--- src/rtl/core/ax25_pkg.sv ---
// ============================================================================
// AX.25 frame receiver - shared package
// Constants, the frame descriptor type and the FCS byte update.
// ============================================================================
package ax25_pkg;

  localparam int DEF_BUFFER_DEPTH = 64;
  localparam int DEF_MAX_PAYLOAD  = 48;

  // Wide enough for a store fill count at the largest buffer depth
  localparam int CNT_MAX_W = 9;
  // Clamped payload length, up to 63
  localparam int LEN_W     = 7;

  localparam logic [7:0]  FLAG_BYTE = 8'h7E;
  localparam logic [15:0] CRC_POLY  = 16'h8408;
  localparam logic [15:0] CRC_INIT  = 16'hFFFF;
  localparam logic [15:0] CRC_GOOD  = 16'hF0B8;

  // Register indexes
  localparam logic [1:0] REG_DEST_CALL = 2'd0;
  localparam logic [1:0] REG_SRC_CALL  = 2'd1;
  localparam logic [1:0] REG_PAY_OFF   = 2'd2;
  localparam logic [1:0] REG_PAY_LEN   = 2'd3;

  // Frame end descriptor handed from front to back
  typedef struct packed {
    logic                 ok;
    logic [CNT_MAX_W-1:0] count;
  } frame_desc_t;

  // CRC-16/X.25 update over one byte, LSB first
  function automatic logic [15:0] crc_byte(input logic [15:0] crc_in, input logic [7:0] b);
    logic [15:0] c;
    logic [7:0]  v;
    c = crc_in;
    v = b;
    for (int k = 0; k < 8; k++) begin
      if ((c[0] ^ v[0]) == 1'b1) begin
        c = (c >> 1) ^ CRC_POLY;
      end else begin
        c = c >> 1;
      end
      v = v >> 1;
    end
    return c;
  endfunction

endpackage

--- src/rtl/core/ax25_frame_receiver_unit.sv ---
// Result path: the closing bit pushes a descriptor into the queue; the back end takes it,
// then presents a bad-frame status, or reads each payload byte before presenting it.
// Throughput: one bit a cycle while no frame drains; a good frame then drains each
// payload byte as a store read, then a present, a bad frame 1 status transaction.
// Input is held off until the frame's results are all taken.
// Reset: synchronous active low; control and config registers return to their defaults;
// back-end data registers and the store are left as is (only this frame's bytes are read).
// ============================================================================
// AX.25 frame receiver - top level
// HDLC deframer with address match and CRC-16/X.25 check, APB configuration.
// ============================================================================
module ax25_frame_receiver_unit import ax25_pkg::*; #(
  parameter int BUFFER_DEPTH = DEF_BUFFER_DEPTH,
  parameter int MAX_PAYLOAD  = DEF_MAX_PAYLOAD
) (
  input  logic        clk,
  input  logic        rst_n,
  input  logic        in_tvalid,
  output logic        in_tready,
  input  logic [7:0]  in_tdata,    // [0] rx_bit, [7:1] zero
  output logic        out_tvalid,
  input  logic        out_tready,
  output logic [7:0]  out_tdata,   // [7:0] data_byte
  output logic        out_tuser,   // [0] frame_ok
  output logic        out_tlast,
  input  logic        cfg_psel,
  input  logic        cfg_penable,
  input  logic        cfg_pwrite,
  input  logic [4:0]  cfg_paddr,
  input  logic [63:0] cfg_pwdata,
  output logic [63:0] cfg_prdata,
  output logic        cfg_pready
);

  localparam int AW = $clog2(BUFFER_DEPTH);

  logic [47:0] dest_r;
  logic [47:0] src_r;
  logic [5:0]  poff_r;
  logic [5:0]  plen_r;
  logic        cfg_wr;
  logic [1:0]  reg_idx;

  logic          wr_en;
  logic [AW-1:0] wr_addr;
  logic [7:0]    wr_data;
  logic          push;
  frame_desc_t   push_desc;
  logic          pop;
  logic          q_avail;
  frame_desc_t   head;
  logic          back_busy;
  logic          bit_acc;

  assign cfg_pready = 1'b1;
  assign cfg_wr     = cfg_psel && cfg_penable && cfg_pwrite && cfg_pready;
  assign reg_idx    = cfg_paddr[4:3];

  // Configuration registers
  always_ff @(posedge clk) begin
    if (!rst_n) begin
      dest_r <= 48'd194075385046676;
      src_r  <= 48'd198490611425940;
      poff_r <= 6'd20;
      plen_r <= 6'd33;
    end else if (cfg_wr) begin
      case (reg_idx)
        REG_DEST_CALL: dest_r <= cfg_pwdata[47:0];
        REG_SRC_CALL:  src_r  <= cfg_pwdata[47:0];
        REG_PAY_OFF:   poff_r <= cfg_pwdata[5:0];
        REG_PAY_LEN:   plen_r <= cfg_pwdata[5:0];
        default: ;
      endcase
    end
  end

  // Register read back
  always_comb begin
    case (reg_idx)
      REG_DEST_CALL: cfg_prdata = {16'b0, dest_r};
      REG_SRC_CALL:  cfg_prdata = {16'b0, src_r};
      REG_PAY_OFF:   cfg_prdata = {58'b0, poff_r};
      REG_PAY_LEN:   cfg_prdata = {58'b0, plen_r};
      default:       cfg_prdata = '0;
    endcase
  end

  // Hold input while a frame's results are pending
  assign in_tready = !q_avail && !back_busy;
  assign bit_acc   = in_tvalid && in_tready;

  ax25_front #(.BUFFER_DEPTH(BUFFER_DEPTH)) u_front (
    .clk       (clk),
    .rst_n     (rst_n),
    .bit_valid (bit_acc),
    .rx_bit    (in_tdata[0]),
    .dest_call (dest_r),
    .src_call  (src_r),
    .wr_en     (wr_en),
    .wr_addr   (wr_addr),
    .wr_data   (wr_data),
    .desc_push (push),
    .desc      (push_desc)
  );

  ax25_desc_fifo u_fifo (
    .clk       (clk),
    .rst_n     (rst_n),
    .push      (push),
    .push_desc (push_desc),
    .pop       (pop),
    .not_empty (q_avail),
    .head      (head)
  );

  ax25_back #(.BUFFER_DEPTH(BUFFER_DEPTH), .MAX_PAYLOAD(MAX_PAYLOAD)) u_back (
    .clk        (clk),
    .rst_n      (rst_n),
    .wr_en      (wr_en),
    .wr_addr    (wr_addr),
    .wr_data    (wr_data),
    .desc_avail (q_avail),
    .desc       (head),
    .desc_pop   (pop),
    .pay_off    (poff_r),
    .pay_len    (plen_r),
    .busy       (back_busy),
    .out_valid  (out_tvalid),
    .out_ready  (out_tready),
    .out_byte   (out_tdata),
    .out_ok     (out_tuser),
    .out_last   (out_tlast)
  );

endmodule

--- src/rtl/core/ax25_front.sv ---
// ============================================================================
// AX.25 frame receiver - bit front end
// Flag hunt, address match, destuffing, FCS and store writes, one bit a cycle.
// ============================================================================
module ax25_front import ax25_pkg::*; #(
  parameter int BUFFER_DEPTH = DEF_BUFFER_DEPTH,
  localparam int AW    = $clog2(BUFFER_DEPTH),
  localparam int CNT_W = $clog2(BUFFER_DEPTH + 1)
) (
  input  logic          clk,
  input  logic          rst_n,
  input  logic          bit_valid,
  input  logic          rx_bit,
  input  logic [47:0]   dest_call,
  input  logic [47:0]   src_call,
  output logic          wr_en,
  output logic [AW-1:0] wr_addr,
  output logic [7:0]    wr_data,
  output logic          desc_push,
  output frame_desc_t   desc
);

  typedef enum logic [4:0] {
    PH_HUNT = 5'b00001,
    PH_DEST = 5'b00010,
    PH_SSID = 5'b00100,
    PH_SRC  = 5'b01000,
    PH_DATA = 5'b10000
  } phase_t;

  phase_t           phase_r, phase_nxt;
  logic [7:0]       hunt_r, hunt_nxt;
  logic [7:0]       asm_r, asm_nxt;
  logic [2:0]       bcnt_r, bcnt_nxt;
  logic [2:0]       ones_r, ones_nxt;
  logic [2:0]       call_r, call_nxt;
  logic [CNT_W-1:0] widx_r, widx_nxt;
  logic             ovf_r, ovf_nxt;
  logic [15:0]      crc_r, crc_nxt;

  logic [7:0]  byte_in;
  logic [7:0]  hunt_sh;
  logic [7:0]  expect_b;
  logic [63:0] call_word;
  logic        store;

  assign byte_in   = {rx_bit, asm_r[7:1]};
  assign hunt_sh   = {hunt_r[6:0], rx_bit};
  assign call_word = (phase_r == PH_DEST) ? {16'b0, dest_call} : {16'b0, src_call};
  assign expect_b  = call_word[{call_r, 3'b000} +: 8];

  // Next state per accepted bit
  always_comb begin
    phase_nxt = phase_r;
    hunt_nxt  = hunt_r;
    asm_nxt   = asm_r;
    bcnt_nxt  = bcnt_r;
    ones_nxt  = ones_r;
    call_nxt  = call_r;
    widx_nxt  = widx_r;
    ovf_nxt   = ovf_r;
    crc_nxt   = crc_r;
    store     = 1'b0;
    desc_push = 1'b0;
    desc.ok    = (ovf_r == 1'b0) && (crc_r == CRC_GOOD);
    desc.count = CNT_MAX_W'(widx_r);
    if (bit_valid) begin
      case (phase_r)
        PH_DATA: begin
          if (ones_r >= 3'd5) begin
            if (rx_bit) begin
              // closing flag: report and return to hunting
              desc_push = 1'b1;
              phase_nxt = PH_HUNT;
              hunt_nxt  = 8'hFF;
              widx_nxt  = '0;
              ovf_nxt   = 1'b0;
              bcnt_nxt  = '0;
              ones_nxt  = '0;
            end else begin
              ones_nxt = '0;
            end
          end else begin
            ones_nxt = rx_bit ? ones_r + 3'd1 : 3'd0;
            asm_nxt  = byte_in;
            bcnt_nxt = bcnt_r + 3'd1;
            store    = (bcnt_r == 3'd7);
          end
        end
        PH_DEST, PH_SSID, PH_SRC: begin
          asm_nxt  = byte_in;
          bcnt_nxt = bcnt_r + 3'd1;
          if (bcnt_r == 3'd7) begin
            if (phase_r == PH_SSID) begin
              store     = 1'b1;
              phase_nxt = PH_SRC;
              call_nxt  = '0;
            end else if (phase_r == PH_DEST && call_r == 3'd0 && byte_in == FLAG_BYTE) begin
              // skip repeated opening flags
            end else if (byte_in != expect_b || call_r > 3'd5) begin
              // address mismatch: drop; a flag opens a new frame, other bytes become the hunt window
              if (byte_in == FLAG_BYTE) begin
                phase_nxt = PH_DEST;
                call_nxt  = '0;
                widx_nxt  = '0;
                ovf_nxt   = 1'b0;
                crc_nxt   = CRC_INIT;
                bcnt_nxt  = '0;
                ones_nxt  = '0;
                asm_nxt   = '0;
              end else begin
                phase_nxt = PH_HUNT;
                hunt_nxt  = byte_in;
              end
            end else begin
              store = 1'b1;
              if (call_r == 3'd5) begin
                call_nxt = '0;
                if (phase_r == PH_DEST) begin
                  phase_nxt = PH_SSID;
                end else begin
                  phase_nxt = PH_DATA;
                  ones_nxt  = '0;
                  bcnt_nxt  = '0;
                  asm_nxt   = '0;
                end
              end else begin
                call_nxt = call_r + 3'd1;
              end
            end
          end
        end
        default: begin
          phase_nxt = PH_HUNT;
          hunt_nxt  = hunt_sh;
          if (hunt_sh == FLAG_BYTE) begin
            phase_nxt = PH_DEST;
            call_nxt  = '0;
            widx_nxt  = '0;
            ovf_nxt   = 1'b0;
            crc_nxt   = CRC_INIT;
            bcnt_nxt  = '0;
            ones_nxt  = '0;
            asm_nxt   = '0;
          end
        end
      endcase
      // store the completed byte while there is room and fold it into the FCS
      if (store) begin
        crc_nxt = crc_byte(crc_r, byte_in);
        if (widx_r < CNT_W'(BUFFER_DEPTH)) begin
          widx_nxt = widx_r + CNT_W'(1);
        end else begin
          ovf_nxt = 1'b1;
        end
      end
    end
  end

  assign wr_en   = store && (widx_r < CNT_W'(BUFFER_DEPTH));
  assign wr_addr = widx_r[AW-1:0];
  assign wr_data = byte_in;

  always_ff @(posedge clk) begin
    if (!rst_n) begin
      phase_r <= PH_HUNT;
      hunt_r  <= 8'hFF;
      asm_r   <= '0;
      bcnt_r  <= '0;
      ones_r  <= '0;
      call_r  <= '0;
      widx_r  <= '0;
      ovf_r   <= 1'b0;
      crc_r   <= CRC_INIT;
    end else begin
      phase_r <= phase_nxt;
      hunt_r  <= hunt_nxt;
      asm_r   <= asm_nxt;
      bcnt_r  <= bcnt_nxt;
      ones_r  <= ones_nxt;
      call_r  <= call_nxt;
      widx_r  <= widx_nxt;
      ovf_r   <= ovf_nxt;
      crc_r   <= crc_nxt;
    end
  end

endmodule

--- src/rtl/core/ax25_desc_fifo.sv ---
// ============================================================================
// AX.25 frame receiver - descriptor queue
// Two-entry queue of frame end descriptors between front and back.
// ============================================================================
module ax25_desc_fifo import ax25_pkg::*; (
  input  logic        clk,
  input  logic        rst_n,
  input  logic        push,
  input  frame_desc_t push_desc,
  input  logic        pop,
  output logic        not_empty,
  output frame_desc_t head
);

  frame_desc_t ent_r [2];
  logic        wptr_r, wptr_nxt;
  logic        rptr_r, rptr_nxt;
  logic [1:0]  cnt_r, cnt_nxt;

  assign not_empty = (cnt_r != 2'd0);
  assign head      = ent_r[rptr_r];

  // Advance pointers and fill level
  always_comb begin
    wptr_nxt = wptr_r;
    rptr_nxt = rptr_r;
    cnt_nxt  = cnt_r;
    if (push && cnt_r != 2'd2) begin
      wptr_nxt = ~wptr_r;
      cnt_nxt  = cnt_nxt + 2'd1;
    end
    if (pop && not_empty) begin
      rptr_nxt = ~rptr_r;
      cnt_nxt  = cnt_nxt - 2'd1;
    end
  end

  always_ff @(posedge clk) begin
    if (!rst_n) begin
      wptr_r <= 1'b0;
      rptr_r <= 1'b0;
      cnt_r  <= '0;
    end else begin
      wptr_r <= wptr_nxt;
      rptr_r <= rptr_nxt;
      cnt_r  <= cnt_nxt;
    end
  end

  always_ff @(posedge clk) begin
    if (push && cnt_r != 2'd2) begin
      ent_r[wptr_r] <= push_desc;
    end
  end

endmodule

--- src/rtl/core/ax25_back.sv ---
// ============================================================================
// AX.25 frame receiver - payload back end
// Holds the frame store and drains payload or status transactions.
// ============================================================================
module ax25_back import ax25_pkg::*; #(
  parameter int BUFFER_DEPTH = DEF_BUFFER_DEPTH,
  parameter int MAX_PAYLOAD  = DEF_MAX_PAYLOAD,
  localparam int AW    = $clog2(BUFFER_DEPTH),
  localparam int IDX_W = CNT_MAX_W
) (
  input  logic          clk,
  input  logic          rst_n,
  input  logic          wr_en,
  input  logic [AW-1:0] wr_addr,
  input  logic [7:0]    wr_data,
  input  logic          desc_avail,
  input  frame_desc_t   desc,
  output logic          desc_pop,
  input  logic [5:0]    pay_off,
  input  logic [5:0]    pay_len,
  output logic          busy,
  output logic          out_valid,
  input  logic          out_ready,
  output logic [7:0]    out_byte,
  output logic          out_ok,
  output logic          out_last
);

  typedef enum logic [2:0] {
    BK_IDLE = 3'b001,
    BK_READ = 3'b010,
    BK_EMIT = 3'b100
  } bk_state_t;

  logic [7:0] store_mem [BUFFER_DEPTH];

  bk_state_t      st_r, st_nxt;
  logic [LEN_W-1:0] i_r, i_nxt;
  logic [LEN_W-1:0] len_r, len_nxt;
  logic [IDX_W-1:0] cnt_r, cnt_nxt;
  logic           ok_r, ok_nxt;
  logic           last_r, last_nxt;
  logic           inr_r, inr_nxt;
  logic [7:0]     byte_r;
  logic [LEN_W-1:0] len_clamp;
  logic [IDX_W-1:0] idx;

  assign len_clamp = (LEN_W'(pay_len) > LEN_W'(MAX_PAYLOAD)) ? LEN_W'(MAX_PAYLOAD)
                                                             : LEN_W'(pay_len);
  assign idx       = IDX_W'(pay_off) + IDX_W'(i_r);
  assign busy      = (st_r != BK_IDLE);
  assign desc_pop  = (st_r == BK_IDLE) && desc_avail;
  assign out_valid = (st_r == BK_EMIT);
  assign out_byte  = inr_r ? byte_r : 8'h00;
  assign out_ok    = ok_r;
  assign out_last  = last_r;

  // Take a descriptor; read a byte, present it, repeat; bad frame: one status
  always_comb begin
    st_nxt   = st_r;
    i_nxt    = i_r;
    len_nxt  = len_r;
    cnt_nxt  = cnt_r;
    ok_nxt   = ok_r;
    last_nxt = last_r;
    inr_nxt  = inr_r;
    case (st_r)
      BK_IDLE: begin
        if (desc_avail) begin
          cnt_nxt = desc.count;
          ok_nxt  = desc.ok;
          if (!desc.ok) begin
            inr_nxt  = 1'b0;
            last_nxt = 1'b1;
            st_nxt   = BK_EMIT;
          end else if (len_clamp != '0) begin
            len_nxt = len_clamp;
            i_nxt   = '0;
            st_nxt  = BK_READ;
          end
        end
      end
      BK_READ: begin
        inr_nxt  = (idx < cnt_r);
        last_nxt = (i_r + LEN_W'(1) == len_r);
        st_nxt   = BK_EMIT;
      end
      BK_EMIT: begin
        if (out_ready) begin
          if (last_r) begin
            st_nxt = BK_IDLE;
          end else begin
            i_nxt  = i_r + LEN_W'(1);
            st_nxt = BK_READ;
          end
        end
      end
      default: st_nxt = BK_IDLE;
    endcase
  end

  always_ff @(posedge clk) begin
    if (!rst_n) begin
      st_r <= BK_IDLE;
    end else begin
      st_r <= st_nxt;
    end
  end

  always_ff @(posedge clk) begin
    i_r    <= i_nxt;
    len_r  <= len_nxt;
    cnt_r  <= cnt_nxt;
    ok_r   <= ok_nxt;
    last_r <= last_nxt;
    inr_r  <= inr_nxt;
  end

  // Frame store: one write port, one registered read port
  always_ff @(posedge clk) begin
    if (wr_en) begin
      store_mem[wr_addr] <= wr_data;
    end
    if (st_r == BK_READ) begin
      byte_r <= store_mem[idx[AW-1:0]];
    end
  end

endmodule

--- config.mk ---
export PLATFORM = sky130hd
export DESIGN_NAME = ax25_frame_receiver_unit
export DESIGN_NICKNAME = d
export VERILOG_FILES = /design/src/rtl/core/ax25_pkg.sv /design/src/rtl/core/ax25_frame_receiver_unit.sv /design/src/rtl/core/ax25_front.sv /design/src/rtl/core/ax25_desc_fifo.sv /design/src/rtl/core/ax25_back.sv
export SDC_FILE = /design/constraint.sdc
export NUM_CORES = 1
export LEC_CHECK = 0
export ABC_CLOCK_PERIOD_IN_PS = 10200
export BUFFER_PORTS_ARGS = -buffer_cell sky130_fd_sc_hd__buf_2
export CAP_MARGIN = 40
export CELL_PAD_IN_SITES_DETAIL_PLACEMENT = 0
export CELL_PAD_IN_SITES_GLOBAL_PLACEMENT = 2
export CORE_AREA = 2 2 255 257
export CTS_CLUSTER_DIAMETER = 30
export CTS_CLUSTER_SIZE = 24
export DETAILED_ROUTE_END_ITERATION = 12
export DIE_AREA = 0 0 257 259
export PLACE_DENSITY_LB_ADDON = 0.1
export SYNTH_ARGS = -nofsm -noshare
export SYNTH_HDL_FRONTEND = slang
export SYNTH_SLANG_ARGS = --single-unit
--- constraint.sdc ---
create_clock -name clk -period 10.2 [get_ports clk]
set_input_delay 2.04 -clock clk [delete_from_list [all_inputs] [get_ports clk]]
set_output_delay 2.04 -clock clk [all_outputs]
set_load 0.03 [all_outputs]
==> impl_results.md <==
* Distinct cells, synth at 79
* Final TNS setup at 0 ns
* Fin crit share at 54.4%
* Die Wd at 257 µm
* CTS tree: yes
* Synthesis Warnings at 0
* Post-Syn Instances at 2,033
* CTS HTree Levels at 4
* Met1 GRT Util at 30.2%
* Vias in the first global route at 18.9k
* PortBufs at 117
* # Max-Cap Violations at 0
* Syn_area_per_cell at 15.3 µm²
* Top cell by count, worst path: buf_2
* WL final at 76.4 mm
* Final Util at 59.0%
* First-pass GRT wire length at 117 mm
* Critical-path maximum fanout at 53
* Sw Share at 22.2%
* Synth Flop Type: edfxtp_1
* Vias per cell at 5.65
* Core area at 63,900 µm²
* DP HPWL at 47.5 mm
* Post-synth top area share at 54.1%
* Clock power frac at 56.8%
* Initial DRT Pass Iterations at 5
* Initial DRC Count at 1,310
* Worst-path clk slew at 0.04 ns
* Starting Density at 48.5%
* Via count at 18.1k
* DRC at 0
* Seq pwr share at 39.0%
* Synthesized flop and latch total at 727
* Post-route minimum period at 5.55 ns
* Die Span Y at 259 µm
* CP Cell Sequence: buf_2 -> buf_4 -> mux4_2 -> buf_2
* Critical path class: primary input to output port
* M3 GR Usage at 5.66%
* Worst path top cell family by delay: buffers and inverters
* Initial antenna violation count at 4
* Final setup violation count at 0
* Slew HR at 25.3%
* Post-synth ARST share at 0%
* Slowest-stage cell, CP: mux4_2
* Total gr overflow at 0
* Multi-input logic area at 10,200 µm²
* Leak at 13.7 nW
* Worst-margin pin slew at 1.12 ns
* Post-synthesis sequential area ratio at 65.0%
* Pwr/cell area at 220 nW/µm²
* Hold_buf cts at 0
* # fillers at 4,820
* Post-CTS setup buffer count at 0
* Clock latency on the worst-skew pair at 0.72 ns
* Die area at 66,600 µm²
* GR Util All Layers at 23.4%
* Final Max Tran Viols at 0
* Final setup margin at 4.65 ns
* Post-CTS Resized at 0
* CP max stage delay at 0.62 ns
* Run status: completed
* Most frequent cells in the layout: edfxtp_1, nand2_1, mux4_2
* Combinational Power Share at 4.2%
* Clock root cell: clkbuf_16
* Final number of hold-violating endpoints at 0
* Total CTS buffers at 145
* F_max at 180 MHz
* Share of layout cells above drive strength 1 at 28.5%
* Max Buffers Root-to-Sink at 3
* Fin cells at 3,203
* Clk sinks at 727
* Post-synth EDFFs at 559
* Startpoint types: primary input
* Sequential cell area at 20,200 µm²
* Global Route met2 Usage at 39.0%
* Crit path buf inv count at 3
* DP Worst Slack at 4.56 ns
* Worst min path class: flip-flop to flip-flop
* ANT nets after route at 0
* Site Rows at 93
* P_sw at 1.84 mW
* Dominant cells by area after synthesis: edfxtp_1, mux4_2, dfxtp_1, nand2_1, mux2i_1
* Placed insts at 2,934
* Worst EP arrival at 3.51 ns
* Largest net degree at the start of global routing at 119
* Int Power at 6.45 mW
* Syn Std Cell Area at 31,000 µm²
* Unrepaired setup endpoints after global routing: no
* Global route hottest layer: met2
* Data required, critical path at 8.16 ns
* Clk_skew at 0.0268 ns
* CP endpoint kind: output port
* Most common cell after layout, fill and taps aside: edfxtp_1
* Final net count at 2,331
* Synth-to-Final Area Change at 21.6%
* Setup slack, reg-to-reg at 5.00 ns
* I/O pins at 161
* Routability cong. at 0.758
* Area leader, netlist: edfxtp_1
* Worst vdd ir at 0.000145 V
* WL/cell at 23.8 µm
[area by class of cell]
| type | count | area share [%] |
|---|---|---|
| antenna | 1 | 0.00663 |
| clock buffer | 173 | 10.1 |
| clock inverter | 95 | 3.11 |
| inverter | 18 | 0.179 |
| multi-input combinational | 1148 | 27.1 |
| sequential | 727 | 53.4 |
| tap | 855 | 2.84 |
| timing repair buffer | 186 | 3.22 |
[metal layers]
layer / up-vias / wire length [µm] / part of all wire (%)
met5: - / 48 / 0.063
met4: 8 / 1860 / 2.4
met3: 141 / 4580 / 6.0
met2: 545 / 38400 / 50
met1: 9183 / 31500 / 41
li1: 8224 / - / -
[worst paths after layout]
path / from / to / depth (start not counted)
worst min register to register: u_front.hunt_r[6] / u_front.hunt_r[6] / 2
worst min-delay path: u_front.hunt_r[6] / u_front.hunt_r[6] / 2
worst max register to register: u_front.phase_r[4] / u_back.store_mem[54][2] / 11
worst max-delay path: cfg_paddr[4] / cfg_prdata[2] / 4
[metrics by stage]
stage | hold slack [ns] | power, mW | cell area [µm²]
after floorplan | 0.424 | 3.53 | 31100
after global placement | 0.457 | 3.63 | 32600
after detailed placement | 0.463 | 3.64 | 32700
after global routing | 0.495 | 8.55 | 37700
after CTS | 0.475 | 8.36 | 37700
final | 0.470 | 8.29 | 37700
[state kept, by name, summed over array words and instances, names as in the netlist, 5 cells and up, named ones only]
register	cells
plen_r	6
u_back.byte_r	8
u_front.widx_r	7
u_back.i_r	7
u_back.store_mem	512
src_r	48
u_fifo.ent_r	16
dest_r	48
u_back.len_r	6
poff_r	6
u_front.phase_r	5
u_front.asm_r	7
u_back.cnt_r	7
u_front.crc_r	16
u_front.hunt_r	7
[cell usage after synthesis (9+ instances only)]
master	n
edfxtp_1	559
xnor2_1	33
a2bb2oi_1	17
buf_1	25
nand2_1	259
nor2_1	107
a31o_2	9
nand3_1	64
a21oi_1	17
inv_1	18
nor4_1	38
dfxtp_1	168
and3_1	14
clkbuf_1	95
buf_2	14
xor2_1	22
nand2b_1	14
or3_1	10
ha_1	20
a21boi_0	60
mux2i_1	72
and2_1	23
nor2b_1	22
o21ai_0	17
buf_4	18
mux4_2	189
mux2_2	10
[power groups by stage]
| stage | sequential [mW] | clock (mW) | combinational, mW |
|---|---|---|---|
| 2_1_floorplan | 3.28 | 0 | 0.247 |
| 3_3_place_gp | 3.29 | 0 | 0.339 |
| 3_5_place_dp | 3.29 | 0 | 0.346 |
| 4_1_cts | 3.23 | 4.78 | 0.347 |
| 5_1_grt | 3.24 | 4.94 | 0.380 |
| 6_report | 3.24 | 4.71 | 0.345 |
[tightest hold or removal path: stages, from the launching register on]
cell and delay (ns):
dfxtp_1 0.30, nand2_1 0.05, nand3_1 0.06
[kinds of logic after synthesis]
| kind of cell | count (synthesis) | share of synthesized area [%] |
|---|---|---|
| xor+xnor | 55 | 1.55 |
| flops | 727 | 65.0 |
| other cells | 2 | 0.0242 |
| simple gates | 595 | 9.00 |
| mux | 271 | 16.4 |
| buf+inv | 173 | 2.44 |
| fa+ha+maj | 21 | 0.871 |
| compound gates | 189 | 4.73 |
Power figures use the tool's default switching activity.
